**config.mk**
```make
export PLATFORM = sky130hd
export DESIGN_NAME = date_add_and_difference_core
export DESIGN_NICKNAME = d
export VERILOG_FILES = /design/src/hw/rtl/dac_pkg.sv /design/src/hw/rtl/date_add_and_difference_core.sv /design/src/hw/rtl/dac_ctrl.sv /design/src/hw/rtl/dac_dpath.sv
export SDC_FILE = /design/constraint.sdc
export NUM_CORES = 1
export LEC_CHECK = 0
export BUFFER_PORTS_ARGS = -buffer_cell sky130_fd_sc_hd__clkbuf_2
export CAP_MARGIN = 20
export CORE_ASPECT_RATIO = 1.25
export CORE_MARGIN = 2
export CORE_UTILIZATION = 50
export DETAILED_ROUTE_END_ITERATION = 7
export PLACE_DENSITY = 0.75
export SLEW_MARGIN = 25
export SYNTH_ARGS = -nofsm -noshare
export SYNTH_HDL_FRONTEND = slang
export SYNTH_HIERARCHICAL = 1
export SYNTH_SLANG_ARGS = --single-unit
```
**constraint.sdc**
```tcl
create_clock -name clk_i -period 6.7 [get_ports clk_i]
set_input_delay 1.005 -clock clk_i [delete_from_list [all_inputs] [get_ports clk_i]]
set_output_delay 1.005 -clock clk_i [all_outputs]
set_load 0.005 [all_outputs]
```
**src/hw/rtl/dac_pkg.sv**
```systemverilog
// Shared types, codes, constants and calendar helpers for the date add and
// difference core. No dependencies; imported by every module of the block.
package dac_pkg;

  // Stream widths: request and result payloads packed from the lowest bit up.
  localparam int unsigned InTdataW  = 64;
  localparam int unsigned OutTdataW = 40;
  localparam int unsigned StatusW   = 2;

  localparam logic [13:0] YearMax  = 14'd9999;
  localparam logic [3:0]  MonthJan = 4'd1;
  localparam logic [3:0]  MonthFeb = 4'd2;
  localparam logic [3:0]  MonthDec = 4'd12;

  // Largest add count and largest reported difference.
  localparam int unsigned MaxDays   = 32'd65535;
  localparam logic [16:0] DiffLimit = (MaxDays < 32'd65535) ? 17'(MaxDays) : 17'd65535;

  // Divisibility by 25 through the inverse of 25 modulo 2^14.
  localparam logic [13:0] Div25Inv = 14'd7209;
  localparam logic [13:0] Div25Max = 14'd655;

  typedef enum logic {
    REQ_ADD  = 1'b0,
    REQ_DIFF = 1'b1
  } req_e;

  typedef enum logic [StatusW-1:0] {
    ST_OK    = 2'd0,
    ST_ORDER = 2'd1,
    ST_RANGE = 2'd2
  } status_e;

  typedef enum logic [2:0] {
    S_IDLE,
    S_LEAP_S,
    S_LEAP_T,
    S_CHECK,
    S_STEP,
    S_LEAP_C,
    S_DONE
  } ctrl_state_e;

  typedef struct packed {
    logic    load;
    logic    leap_start;
    logic    leap_target;
    logic    leap_cur;
    logic    step;
    logic    set_status;
    status_e status_code;
    logic    finish;
  } dac_cmd_t;

  typedef struct packed {
    req_e mode;
    logic start_ok;
    logic target_ok;
    logic cnt_ok;
    logic target_before;
    logic step_done;
    logic step_wrap;
    logic step_err;
    logic out_busy;
  } dac_sts_t;

  function automatic logic div_by_25(input logic [13:0] y);
    logic [27:0] p;
    p = 28'(y) * 28'(Div25Inv);
    return p[13:0] <= Div25Max;
  endfunction

  function automatic logic is_leap(input logic [13:0] y);
    return (y[1:0] == 2'd0) && (!div_by_25(y) || (y[3:0] == 4'd0));
  endfunction

  // Zero for a month code outside January to December.
  function automatic logic [4:0] month_len(input logic [3:0] m, input logic leap);
    logic [4:0] len;
    unique case (m)
      4'd1, 4'd3, 4'd5, 4'd7, 4'd8, 4'd10, 4'd12: len = 5'd31;
      4'd4, 4'd6, 4'd9, 4'd11:                    len = 5'd30;
      4'd2:                                       len = leap ? 5'd29 : 5'd28;
      default:                                    len = 5'd0;
    endcase
    return len;
  endfunction

  function automatic logic date_ok(input logic [13:0] y, input logic [3:0] m,
                                   input logic [4:0] d, input logic leap);
    return (y <= YearMax) && (m >= MonthJan) && (m <= MonthDec) &&
           (d != 5'd0) && (d <= month_len(m, leap));
  endfunction

endpackage

```
**src/hw/rtl/date_add_and_difference_core.sv**
```systemverilog
// Top level of the date add and difference core: joins the sequencer and the
// datapath. Depends on dac_pkg, dac_ctrl and dac_dpath.
//
//  channel  | direction | payload
//  ---------+-----------+--------------------------------------------------
//  s_axis   | request   | tdata: dates and count, tuser: req_type
//  m_axis   | result    | tdata: date, difference, leap flag, tuser: status
//
// Sequence: one request at a time; after acceptance the sequencer updates the
// start and target leap flags, runs the checks, walks the months unless a
// check fails, and hands the result to the result register once any earlier
// result has been taken, then returns to idle. The month walk advances one
// month per cycle and pauses at each new year to update the leap flag.
// Reset clears the sequencer and the result valid flag; no clearing pass.
// A new request is taken while an earlier result still waits downstream;
// it finishes only once that result has been taken.
module date_add_and_difference_core import dac_pkg::*; (
  input  logic                 clk_i,
  input  logic                 rst_ni,
  input  logic                 s_axis_tvalid,
  output logic                 s_axis_tready,
  // start_year[13:0], start_month[17:14], start_day[22:18], add_days[38:23],
  // target_year[52:39], target_month[56:53], target_day[61:57], zero[63:62]
  input  logic [InTdataW-1:0]  s_axis_tdata,
  // req_type[0]
  input  logic                 s_axis_tuser,
  output logic                 m_axis_tvalid,
  input  logic                 m_axis_tready,
  // out_year[13:0], out_month[17:14], out_day[22:18], day_difference[38:23],
  // start_is_leap[39]
  output logic [OutTdataW-1:0] m_axis_tdata,
  // status[1:0]
  output logic [StatusW-1:0]   m_axis_tuser
);

  dac_cmd_t cmd;
  dac_sts_t sts;

  dac_ctrl u_ctrl (
    .clk_i      (clk_i),
    .rst_ni     (rst_ni),
    .in_valid_i (s_axis_tvalid),
    .in_ready_o (s_axis_tready),
    .sts_i      (sts),
    .cmd_o      (cmd)
  );

  dac_dpath u_dpath (
    .clk_i       (clk_i),
    .rst_ni      (rst_ni),
    .in_data_i   (s_axis_tdata),
    .in_user_i   (s_axis_tuser),
    .cmd_i       (cmd),
    .sts_o       (sts),
    .out_ready_i (m_axis_tready),
    .out_valid_o (m_axis_tvalid),
    .out_data_o  (m_axis_tdata),
    .out_user_o  (m_axis_tuser)
  );

  // A result is never handed over while the previous one is still stalled
  assert property (@(posedge clk_i) disable iff (!rst_ni)
    cmd.finish |-> !sts.out_busy)
    else $error("result overwritten while stalled");

  // Error results carry no date and no difference
  assert property (@(posedge clk_i) disable iff (!rst_ni)
    (m_axis_tvalid && (m_axis_tuser != ST_OK)) |-> (m_axis_tdata[38:0] == 39'd0))
    else $error("error result with payload");

  // The result flag rises only after a finish command
  assert property (@(posedge clk_i) disable iff (!rst_ni)
    $rose(m_axis_tvalid) |-> $past(cmd.finish))
    else $error("result valid without finish");

endmodule

```
**src/hw/rtl/dac_ctrl.sv**
```systemverilog
// Sequencer of the date add and difference core: accepts a request, runs the
// checks and the month walk, and hands the result over. Depends on dac_pkg.
module dac_ctrl import dac_pkg::*; (
  input  logic     clk_i,
  input  logic     rst_ni,
  input  logic     in_valid_i,
  output logic     in_ready_o,
  input  dac_sts_t sts_i,
  output dac_cmd_t cmd_o
);

  ctrl_state_e state_q, state_d;

  always_ff @(posedge clk_i or negedge rst_ni) begin
    if (!rst_ni) begin
      state_q <= S_IDLE;
    end else begin
      state_q <= state_d;
    end
  end

  logic chk_range, chk_order;

  always_comb begin
    chk_range = !sts_i.start_ok ||
                ((sts_i.mode == REQ_ADD) && !sts_i.cnt_ok) ||
                ((sts_i.mode == REQ_DIFF) && !sts_i.target_ok);
    chk_order = (sts_i.mode == REQ_DIFF) && sts_i.target_before;
  end

  // Next state
  always_comb begin
    state_d = state_q;
    unique case (state_q)
      S_IDLE: begin
        if (in_valid_i) state_d = S_LEAP_S;
      end
      S_LEAP_S: state_d = S_LEAP_T;
      S_LEAP_T: state_d = S_CHECK;
      S_CHECK: begin
        if (chk_range || chk_order) state_d = S_DONE;
        else                        state_d = S_STEP;
      end
      S_STEP: begin
        priority if (sts_i.step_err)  state_d = S_DONE;
        else if (sts_i.step_done)     state_d = S_DONE;
        else if (sts_i.step_wrap)     state_d = S_LEAP_C;
        else                          state_d = S_STEP;
      end
      S_LEAP_C: state_d = S_STEP;
      S_DONE: begin
        if (!sts_i.out_busy) state_d = S_IDLE;
      end
      default: state_d = S_IDLE;
    endcase
  end

  // Outputs
  always_comb begin
    cmd_o       = '0;
    cmd_o.status_code = ST_OK;
    in_ready_o  = 1'b0;
    unique case (state_q)
      S_IDLE: begin
        in_ready_o = 1'b1;
        cmd_o.load = in_valid_i;
      end
      S_LEAP_S: cmd_o.leap_start  = 1'b1;
      S_LEAP_T: cmd_o.leap_target = 1'b1;
      S_CHECK: begin
        cmd_o.set_status  = chk_range || chk_order;
        cmd_o.status_code = chk_range ? ST_RANGE : ST_ORDER;
      end
      S_STEP: begin
        cmd_o.step        = 1'b1;
        cmd_o.set_status  = sts_i.step_err;
        cmd_o.status_code = ST_RANGE;
      end
      S_LEAP_C: cmd_o.leap_cur = 1'b1;
      S_DONE:   cmd_o.finish   = !sts_i.out_busy;
      default: ;
    endcase
  end

endmodule

```
**src/hw/rtl/dac_dpath.sv**
```systemverilog
// Datapath of the date add and difference core: date registers, leap unit,
// month walker, difference counter and result register. Depends on dac_pkg.
module dac_dpath import dac_pkg::*; (
  input  logic                 clk_i,
  input  logic                 rst_ni,
  input  logic [InTdataW-1:0]  in_data_i,
  input  logic                 in_user_i,
  input  dac_cmd_t             cmd_i,
  output dac_sts_t             sts_o,
  input  logic                 out_ready_i,
  output logic                 out_valid_o,
  output logic [OutTdataW-1:0] out_data_o,
  output logic [StatusW-1:0]   out_user_o
);

  req_e        mode_q;
  logic [13:0] y_q, ty_q;
  logic [3:0]  m_q, tm_q;
  logic [4:0]  d_q, td_q;
  logic [15:0] rem_q;
  logic [16:0] diff_q;
  logic        leap_q, tleap_q, sleap_q;
  status_e     status_q;
  logic        out_valid_q;
  logic [OutTdataW-1:0] out_data_q;
  logic [StatusW-1:0]   out_user_q;

  // Leap unit, shared between start, target and running year
  logic [13:0] leap_year;
  logic        leap_w;
  assign leap_year = cmd_i.leap_target ? ty_q : y_q;
  assign leap_w    = is_leap(leap_year);

  // One month of the walk
  logic [4:0]  ml, left;
  logic        fits, same_month, end_of_year;
  logic [5:0]  diff_inc;
  logic [16:0] diff_nxt;

  always_comb begin
    ml          = month_len(m_q, leap_q);
    left        = ml - d_q;
    fits        = {11'd0, left} >= rem_q;
    same_month  = (y_q == ty_q) && (m_q == tm_q);
    end_of_year = (m_q == MonthDec);
    diff_inc    = same_month ? {1'b0, td_q - d_q} : ({1'b0, left} + 6'd1);
    diff_nxt    = diff_q + {11'd0, diff_inc};
  end

  always_comb begin
    sts_o.mode          = mode_q;
    sts_o.start_ok      = date_ok(y_q, m_q, d_q, leap_q);
    sts_o.target_ok     = date_ok(ty_q, tm_q, td_q, tleap_q);
    sts_o.cnt_ok        = 32'(rem_q) <= MaxDays;
    sts_o.target_before = {ty_q, tm_q, td_q} < {y_q, m_q, d_q};
    sts_o.step_done     = (mode_q == REQ_DIFF) ? same_month : fits;
    sts_o.step_wrap     = !sts_o.step_done && end_of_year;
    sts_o.step_err      = (mode_q == REQ_DIFF) ? (diff_nxt > DiffLimit)
                                               : (!fits && end_of_year && (y_q >= YearMax));
    sts_o.out_busy      = out_valid_q && !out_ready_i;
  end

  // Working registers
  always_ff @(posedge clk_i) begin
    if (cmd_i.load) begin
      mode_q <= req_e'(in_user_i);
      y_q    <= in_data_i[13:0];
      m_q    <= in_data_i[17:14];
      d_q    <= in_data_i[22:18];
      rem_q  <= in_data_i[38:23];
      ty_q   <= in_data_i[52:39];
      tm_q   <= in_data_i[56:53];
      td_q   <= in_data_i[61:57];
      diff_q <= '0;
    end else if (cmd_i.step) begin
      if (mode_q == REQ_DIFF) begin
        diff_q <= diff_nxt;
      end
      if (sts_o.step_done) begin
        if (mode_q == REQ_ADD) d_q <= d_q + rem_q[4:0];
      end else begin
        rem_q <= rem_q - {11'd0, left} - 16'd1;
        d_q   <= 5'd1;
        if (end_of_year) begin
          m_q <= MonthJan;
          y_q <= y_q + 14'd1;
        end else begin
          m_q <= m_q + 4'd1;
        end
      end
    end
    if (cmd_i.leap_start) sleap_q <= leap_w;
    if (cmd_i.leap_start || cmd_i.leap_cur) leap_q <= leap_w;
    if (cmd_i.leap_target) tleap_q <= leap_w;
  end

  always_ff @(posedge clk_i or negedge rst_ni) begin
    if (!rst_ni) begin
      status_q <= ST_OK;
    end else if (cmd_i.load) begin
      status_q <= ST_OK;
    end else if (cmd_i.set_status) begin
      status_q <= cmd_i.status_code;
    end
  end

  // Result register: hold until the downstream side takes it
  always_ff @(posedge clk_i or negedge rst_ni) begin
    if (!rst_ni) begin
      out_valid_q <= 1'b0;
    end else if (cmd_i.finish) begin
      out_valid_q <= 1'b1;
    end else if (out_ready_i) begin
      out_valid_q <= 1'b0;
    end
  end

  logic [13:0] res_year;
  logic [3:0]  res_month;
  logic [4:0]  res_day;
  logic [15:0] res_diff;

  // Zero the date and difference on any error, and the fields the mode does not produce
  always_comb begin
    res_year  = '0;
    res_month = '0;
    res_day   = '0;
    res_diff  = '0;
    if (status_q == ST_OK) begin
      if (mode_q == REQ_ADD) begin
        res_year  = y_q;
        res_month = m_q;
        res_day   = d_q;
      end else begin
        res_diff  = diff_q[15:0];
      end
    end
  end

  always_ff @(posedge clk_i) begin
    if (cmd_i.finish) begin
      out_data_q <= {sleap_q, res_diff, res_day, res_month, res_year};
      out_user_q <= status_q;
    end
  end

  assign out_valid_o = out_valid_q;
  assign out_data_o  = out_data_q;
  assign out_user_o  = out_user_q;

endmodule

```
==> Yosys cells after proc, flatten, opt, wreduce, memory -nomap -nowiden <==
Index checks and enable logic that the tools add are counted.
{ "totals": {"rom_bits": 0, "latchBits": 0, "mem_count": 0, "output_inout_bits": 44, "reg_bits": 131, "mem_bits_rw": 0, "input_bits": 69} }
{ "op_classes": {"eq_ne": 36, "div_mod_pow": 0, "add_sub_neg": 9, "shifts": 0, "n_reduce_logical": 48, "n_lt_le_gt_ge": 13, "n_mul": 1, "n_mux": 43, "n_bitwise": 1} }
{ "op_table": {"columns": ["op", "n"], "rows": [
  ["14-bit two-way mux", 5],
  ["16-bit two-way mux", 3],
  ["4-bit equality test, second input constant", 10],
  ["4-bit by 3-bit equality test with 1-bit output, second input constant", 8],
  ["5-bit one-hot mux with 3 select lines", 2],
  ["14-bit <= comparator, second input constant", 2],
  ["23-bit < comparator", 1],
  ["3-bit one-hot mux with 7 select lines", 1],
  ["5-bit two-way mux", 4],
  ["17-bit by 6-bit adder with 17-bit output", 1],
  ["17-bit by 16-bit > comparator with 1-bit output, second input constant", 1],
  ["4-bit by 2-bit equality test with 1-bit output, second input constant", 4],
  ["5-bit by 16-bit greater-or-equal comparator with 1-bit output", 1],
  ["1-bit logical AND", 16],
  ["4-bit two-way mux", 4],
  ["16-bit by 1-bit subtractor with 16-bit output, second input constant", 1],
  ["16-bit by 5-bit subtractor with 16-bit output", 1],
  ["14-bit by 1-bit adder with 14-bit output, second input constant", 1],
  ["14-bit equality test", 1],
  ["14-bit greater-or-equal comparator, second input constant", 1],
  ["14-bit by 10-bit <= comparator with 1-bit output, second input constant", 1],
  ["14-bit by 13-bit multiplier with 14-bit output, second input constant", 1],
  ["1-bit two-way mux", 14],
  ["7-bit OR reduction", 2],
  ["other kinds (30)", 65]
]} }

==> Depth between registers and ports, before layout <==
Gate-level depths: netlist of run 1.
{ "depth": {"word_depth": 12, "ltp_mapped": 24, "ltp_nobuf": 24} }

==> Modules after synthesis <==
Netlist of run 1, hierarchy kept.
{ "modules_own_cells": {"columns": ["module", "seq_area_each_um2", "area_per_inst_um2", "cells_each", "n_inst"], "rows": [
  ["dac_dpath", 3658.5, 8526.9, 830, 1],
  ["dac_ctrl", 75.1, 284.0, 35, 1]
]} }

==> Least setup slack after synthesis of run 1 <==
OpenSTA, ideal clock, no wires.
{ "synth_path": {"path_type": "register to register", "startpoint": "reg u_ctrl.state_q[2]", "endpoint": "reg u_dpath.leap_q, data pin", "t_arrival_ps": 4643, "path_slack_ps": 1759, "path_stages_with_launch": 19, "period_less_slack_ps": 4941, "t_required_ps": 6402, "cell_sequence": "dfrtp_1 -> buf_2 -> nor3b_1 -> buf_2 -> buf_1 -> o21a_1 -> inv_1 -> fa_1 -> ha_1 -> ha_1 -> inv_1 -> fa_1 -> inv_1 -> fa_1 -> ha_1 -> a21oi_1 -> o21ai_0 -> xnor2_1 -> a41oi_1"} }
{ "synth_rtl": {"columns": ["item", "line", "source"], "rows": [
  ["from (decl)", "dac_ctrl.sv:12", "ctrl_state_e state_q, state_d;"],
  ["from (signal assigned)", "dac_ctrl.sv:18", "state_q <= state_d;"],
  ["to (signal assigned)", "dac_dpath.sv:93", "if (cmd_i.leap_start || cmd_i.leap_cur) leap_q <= leap_w;"],
  ["to (decl)", "dac_dpath.sv:22", "logic leap_q, tleap_q, sleap_q;"]
]} }

==> out/metrics.cfg, run 1 <==
[run_status]
outcome = completed

[yosys]
synthesis.nets = 1048
synth_top_cells_by_area = edfxtp_1 37%, ha_1 14%, xnor2_1 4.8%, dfxtp_1 3.9%, inv_1 3.8%
yosys.area_share.adder = 0.1755
synth.ff_latch_count = 131
synthMuxAreaShare = 0.01448
cell_taking_the_most_area_after_synthesis = edfxtp_1
synth_compound_gate_area_share = 0.1287
postSynth.asyncResetShare = 0.04580
synth_edf_count = 108
synth-main-ff-cell = edfxtp_1
post_synth_most_frequent_cells = 108 x edfxtp_1, 98 x ha_1, 90 x inv_1
post_synth_xor_area_fraction = 0.06617
post-synth-top-count-cell = edfxtp_1
seq_area_frac_synth = 0.4237
synthesis.area_per_instance_sq_um = 10.19
synth_cell_types = 58
post_synth_and_or_nand_nor_area_fraction = 0.1392
syn_area_sq_mm = 0.008811
synth_top_family_by_area = adder cells
yosys_warning_total = 6
post_synth_inst_count = 865
netlist.area_leader.share = 0.3681

[grt]
grt_max_degree = 90
grt_first_pass_wirelength_um = 30830
grt_use_total = 0.2110
grt_total_ovfl = 0
grt_antenna_before_repair = 0
first_global_vias = 6612

[clock_network]
cts.repair.resized = 0
clk_pin_slew_ns = 0.06
post_cts.repair.setup_buffers = 0
htreeDepth = 4
clockBufferDepth = 2
number_of_buffers_created_by_cts = 17
clk_latency_ns = 0.42
cts_hold_buf = 0
tritoncts = built
cell_at_the_root_of_the_clock_tree = clkbuf_16
clock-sinks = 131

[drt]
drt_pass1_iterations = 5
detail-route-antenna-nets = 0
vias = 6466
post-route-drc-count = 0
drt_iter0_drc = 432
routedWlPerCell_um = 15.41
vias_per_cell = 5.348
routed_wirelength_um = 18630

[timing]
post-route-min-period_ns = 5.288
fmax_mhz = 189.1
slew_headroom = 0.4051
finalCritPeriodShare = 0.7893
rsz0062_at_grt = no
final_count_of_negative_setup_slack_endpoints = 0
fin_skew_ns = 0.008990
finalHoldViolations = 0
fin_setup_tns_ns = 0
tightestPinTransition_ns = 0.8924
slew_viol_final = 0

[final_layout]
final_nets = 1155
layout-drive-gt1-share = 0.1706
antennaDiodeCount = 0
synthToLayoutAreaGrowth_pct = 15.19

[place]
place.port_buffers = 110
dpl.hpwl_um = 14390
globalplace.congestion = 0.8625

[die]
initial_utilization = 0.5074
die_y_um = 152.4
std_cell_rows = 54
floorplan.die_area_sq_mm = 0.01871
io-pin-count = 113
core-area_sq_mm = 0.01736
chipWidth_um = 122.7

[setup_path]
worst-path-max-fanout = 7
critical_path_required_ns = 7.04
cp.arrival_ns = 5.63
critical_path_class = reg -> reg
timing.reg2reg.worst_path_depth = 22
crit_path_start_kind = register
cp-end-kind = register

[hold_path]
holdCritPathClass = in -> async

[job]
drv.max_cap_violation_count = 0

registers in the layout, summed over array words and instances (netlist names), 2 cells and up:
register / cells
u_ctrl/state_q: 3
u_dpath/diff_q: 17
u_dpath/m_q: 4
u_dpath/d_q: 5
u_dpath/status_q: 2
u_dpath/tm_q: 4
u_dpath/out_user_o: 2
u_dpath/td_q: 5
u_dpath/out_data_o: 40
u_dpath/y_q: 14
u_dpath/ty_q: 14
u_dpath/rem_q: 16
worst paths after layout:
check,start,to,slack (ns)
max,u_dpath/m_q[0],u_ctrl/state_q[0],1.41
min,rst_ni,u_dpath/out_valid_o,0.41
max reg2reg,u_dpath/m_q[0],u_ctrl/state_q[0],1.41
min reg2reg,u_dpath/sleap_q,u_dpath/out_data_o[39],0.45
max in group asynchronous,rst_ni,u_dpath/status_q[1],6.14
min in group clk_i,u_dpath/sleap_q,u_dpath/out_data_o[39],0.45
area by class of cell:
type,count,area (sq um)
fill,1448,7214
timing repair buffer,116,595.6
tap,224,280.3
inverter,90,337.8
multi-input combinational,616,4644
clock buffer,18,429.2
sequential,131,3734
clock inverter,14,128.9
placed cells by master, fill, tap and decap left out, types with 4 or more instances in the layout:
cell / count
clkbuf_2: 110
edfxtp_1: 108
ha_1: 98
inv_1: 90
nand2_1: 74
o21ai_0: 66
xnor2_1: 48
a21oi_1: 44
and2_1: 43
nor2_1: 35
a21o_1: 24
nor3_1: 21
clkbuf_16: 17
dfxtp_1: 17
xor2_1: 16
fa_1: 16
o21a_1: 10
nand3_1: 10
nor2b_1: 9
nand4_1: 9
a211oi_1: 7
dfrtp_1: 6
mux2_2: 6
mux2i_1: 6
buf_4: 6
nor4_1: 5
and3_1: 5
o31ai_1: 5
clkinv_4: 4
inv_6: 4
or4_1: 4
or3_1: 4
nand2b_1: 4
o21ai_1: 4
per-stage QoR:
stage / std cells / hold slack (ns) / area, sq um / setup slack [ns] / util
after floorplan: 865 / 0.4003 / 8811 / 1.759 / -
after global placement: 1177 / 0.4495 / 9584 / 1.485 / 0.5520
after detailed placement: 1177 / 0.4489 / 9584 / 1.415 / 0.5520
after CTS: 1209 / 0.4021 / 10140 / 1.382 / 0.5841
after global routing: 1209 / 0.4022 / 10150 / 0.9682 / 0.5845
final: 1209 / 0.4104 / 10150 / 1.412 / 0.5845
kinds of logic (layout without fill, tap and decap cells):
kind of cell / after synthesis / in the layout
adder cells (fa/ha/maj): 114 / 114
other: 1 / 1
XOR/XNOR: 65 / 65
buffers and inverters: 118 / 238
multiplexers: 12 / 12
flip-flops: 131 / 131
AND/OR/NAND/NOR: 240 / 240
AO/OA/AOI/OAI: 184 / 184
worst max-delay path, stage by stage, from the launching register on:
cell and delay (ns):
edfxtp_1 0.48, ha_1 0.28, or3_1 0.39, o21ai_0 0.08, o21ai_0 0.09, o21ai_0 0.12, ha_1 0.21, inv_1 0.06
fa_1 0.57, ha_1 0.27, xor2_1 0.16, nand2_1 0.09, o21ai_0 0.09, ha_1 0.32, nor2b_1 0.15, o21ai_0 0.19
a21oi_1 0.11, o21ai_1 0.42, a21oi_1 0.16, xnor2_1 0.18, mux2i_1 0.13, or4_1 0.49, a21oi_1 0.15
metal layers:
layer  GRT usage  part of all wire
met1      0.2363              0.40
met2      0.3833              0.54
met3     0.04004             0.034
met4     0.08812             0.029
met5           0                 0
Power of run 1 is not shown: default switching activity piles up to over one toggle a cycle in this logic, so the estimate is an artifact.
==> run 2, diff against run 1 <==
--- a/config.mk
+++ b/config.mk
@@ -5,6 +5,7 @@
 export SDC_FILE = /design/constraint.sdc
 export NUM_CORES = 1
 export LEC_CHECK = 0
+export ABC_AREA = 1
 export BUFFER_PORTS_ARGS = -buffer_cell sky130_fd_sc_hd__clkbuf_2
 export CAP_MARGIN = 20
 export CORE_ASPECT_RATIO = 1.25
==> constraint.sdc (replaced) <==
create_clock -name clk_i -period 5.1 [get_ports clk_i]
set_input_delay 0.765 -clock clk_i [delete_from_list [all_inputs] [get_ports clk_i]]
set_output_delay 0.765 -clock clk_i [all_outputs]
set_load 0.005 [all_outputs]
==> run 2 against run 1 <==
Count of clock-buffer cells in the layout did not move. Sequential share of layout area down 2.7 points. Final area is 8.0% higher. Worst hold slack lost 0.25 ns. Sequential cell count unchanged. Setup slack got worse by 1.1 ns. Utilization rose by 1.7 points. Register-to-register slack worse by 1.1 ns.
==> out/metrics.cfg, run 2 <==
[grt]
grt_use_total = 0.2414  ; +0.03035
grt_max_degree = 69  ; -23%
grt_first_pass_wirelength_um = 37740  ; +22%
grt_total_ovfl = 0  ; unchanged
first_global_vias = 7998  ; +21%
grt_antenna_before_repair = 0  ; unchanged

[place]
pre_cts_slack_ns = 0.02244  ; -1.393 ns
dpl.hpwl_um = 17280  ; +20%
post_place_cells = 1458  ; +24%
globalplace.congestion = 0.9019  ; +4.6%
place.port_buffers = 110  ; unchanged

[clock_network]
htreeDepth = 4  ; unchanged
cts_hold_buf = 0  ; unchanged
cell_at_the_root_of_the_clock_tree = clkbuf_16
tritoncts = built
number_of_buffers_created_by_cts = 17  ; unchanged
clk_latency_ns = 0.43  ; about the same
clk_pin_slew_ns = 0.06  ; about the same
clock-sinks = 131  ; unchanged
clockBufferDepth = 2  ; unchanged

[yosys]
synthesis.nets = 1307  ; +25%
yosys_warning_total = 6  ; unchanged
synth_cell_types = 52  ; -10%
synth.ff_latch_count = 131  ; unchanged
syn_area_sq_mm = 0.009345  ; +6.1%
synth_top_cells_by_area = edfxtp_1 35%, ha_1 13%, nand2_1 9.8%, inv_1 6.7%, nor2_1 5.0%
post-synth-top-count-cell = nand2_1
seq_area_frac_synth = 0.3995  ; -0.02423
synth-main-ff-cell = edfxtp_1
postSynth.asyncResetShare = 0.04580  ; unchanged
post_synth_inst_count = 1124  ; +30%
cell_taking_the_most_area_after_synthesis = edfxtp_1
post_synth_most_frequent_cells = 244 x nand2_1, 166 x inv_1, 125 x nor2_1
synth_edf_count = 108  ; unchanged
netlist.area_leader.share = 0.3470  ; -0.02104
synthesis.area_per_instance_sq_um = 8.314  ; -18%

[final_layout]
layout.cells.most_common = nand2_1
layout-drive-gt1-share = 0.1845  ; +0.01398
layoutNonFillerInstCount = 1496  ; +24%
final_nets = 1438  ; +25%
synthToLayoutAreaGrowth_pct = 17.28
antennaDiodeCount = 0  ; unchanged
most-common-layout-cells = 243 x nand2_1, 163 x inv_1, 121 x nor2_1
largest_register_ff_count = 40  ; unchanged

[drt]
post-route-drc-count = 0  ; unchanged
met2_wirelength_um = 11980  ; +20%
routed_wirelength_um = 23000  ; +23%
drt_iter0_drc = 586  ; +36%
vias_per_cell = 5.363  ; +0.28%
routedWlPerCell_um = 15.37  ; -0.24%
vias = 8023  ; +24%
drt_pass1_iterations = 6  ; +1
detail-route-antenna-nets = 0  ; unchanged
met3WireLength_um = 1125  ; +77%
top_layer_in_use = met4
routed_length_on_met1_um = 9045  ; +22%

[job]
drv.max_cap_violation_count = 0  ; unchanged

[timing]
slew_viol_final = 0  ; unchanged
slew_headroom = 0.3713  ; -0.03379
finalCritPeriodShare = 0.9388  ; +0.1496
fmax_mhz = 208.9  ; +10%
layout_setup_ws_ns = 0.3120  ; -1.100 ns
final_count_of_negative_setup_slack_endpoints = 0  ; unchanged
fin_skew_ns = 0.009648  ; +0.0006587 ns
rsz0062_at_grt = yes
tightestPinTransition_ns = 0.9431  ; +0.05068 ns
finalHoldViolations = 0  ; unchanged
fin_setup_tns_ns = 0  ; unchanged
post-route-min-period_ns = 4.788  ; -0.5000 ns

[setup_path]
library_cell_contributing_the_largest_single_delay_on_the_critical_path = fa_2
worst-path-max-fanout = 5  ; -2
critical_path_class = reg -> reg
crit_path_start_kind = register
cp.arrival_ns = 5.11  ; -0.52 ns
timing.critical_path.slowest_cell_delay_ns = 0.57  ; about the same
timing.critical_path.max_delay_family = simple AND/OR/NAND/NOR gates
cp-end-kind = register
critical_path_buf_inv_count = 5  ; +4
critical_path_required_ns = 5.42  ; -1.62 ns
cpMostUsedCell = nand2_1

[die]
die_y_um = 156.9  ; +2.9%
initial_utilization = 0.5125  ; +0.005031
std_cell_rows = 55  ; +1.9%
floorplan.die_area_sq_mm = 0.01981  ; +5.9%
core-area_sq_mm = 0.01824  ; +5.0%
io-pin-count = 113  ; unchanged
chipWidth_um = 126.3  ; +2.9%

[hold_path]
holdCritPathClass = in -> async

[run_status]
outcome = completed

[run 2: cell count changes after synthesis, sizes merged, moves of 11 or more]
| cell | before | now |
|---|---|---|
| xnor2 | 48 | 9 |
| nand2 | 74 | 251 |
| and2 | 44 | 0 |
| o21ai | 70 | 56 |
| or2 | 3 | 14 |
| nand4 | 9 | 21 |
| nand3 | 11 | 73 |
| a21o | 24 | 2 |
| inv | 90 | 172 |
| nor2 | 36 | 131 |
[run 2: per-stage QoR]
| step | cell area, sq um | util | hold WS, ns |
|---|---|---|---|
| 3_5_place_dp | 10230 | 0.5609 | 0.4164 |
| 6_report | 10960 | 0.6010 | 0.1555 |
| 3_3_place_gp | 10230 | 0.5609 | 0.4205 |
| 2_1_floorplan | 9351 | - | 0.4003 |
| 4_1_cts | 10820 | 0.5931 | 0.1427 |
| 5_1_grt | 10960 | 0.6010 | 0.1465 |
[run 2: path summary, 6_finish.rpt]
kind | to | slack, ns | cells after the start | start
min in group clk_i | u_dpath/out_data_o[39] | 0.43 | 0 | u_dpath/sleap_q
worst min-delay path | u_dpath/status_q[1] | 0.16 | 1 | rst_ni
worst min register to register | u_dpath/out_data_o[39] | 0.43 | 0 | u_dpath/sleap_q
worst max register to register | u_ctrl/state_q[1] | 0.31 | 30 | u_dpath/m_q[0]
worst max-delay path | u_ctrl/state_q[1] | 0.31 | 30 | u_dpath/m_q[0]
max in group asynchronous | u_ctrl/state_q[0] | 4.79 | 1 | rst_ni
[run 2: kinds of logic (layout without fill, tap and decap cells)]
logic type,after synthesis,in the layout,synth area share
simple gates,522,522,0.2474
flops,131,131,0.3995
xor+xnor,27,27,0.02530
other cells,1,1,0.0004013
compound gates,135,135,0.08033
buf+inv,194,338,0.08154
fa+ha+maj,114,114,0.1655
[run 2: final cells by class]
class | count | area (sq um)
fillers | 1550 | 7276
multi-input cells | 799 | 4975
flip-flops and latches | 131 | 3734
repair buffers | 133 | 735.7
inverters | 173 | 649.4
clock buffers | 18 | 450.4
well taps | 228 | 285.3
clock inverters | 14 | 131.4
[run 2: metal layers]
metal	global-route usage	up-vias
met4	0.1115	0
met2	0.4411	238
met1	0.2707	3712
met5	0	-
li1	-	4009
met3	0.04615	64
[run 2: repair_timing]
item / 4_1_cts / 5_1_grt
gates resized for setup: 1 / 31
endpoints found under the setup margin: 3 / 36
setup buffers: 0 / 6
pin swaps: 0 / 12
Power of run 2 is left out for the same reason.
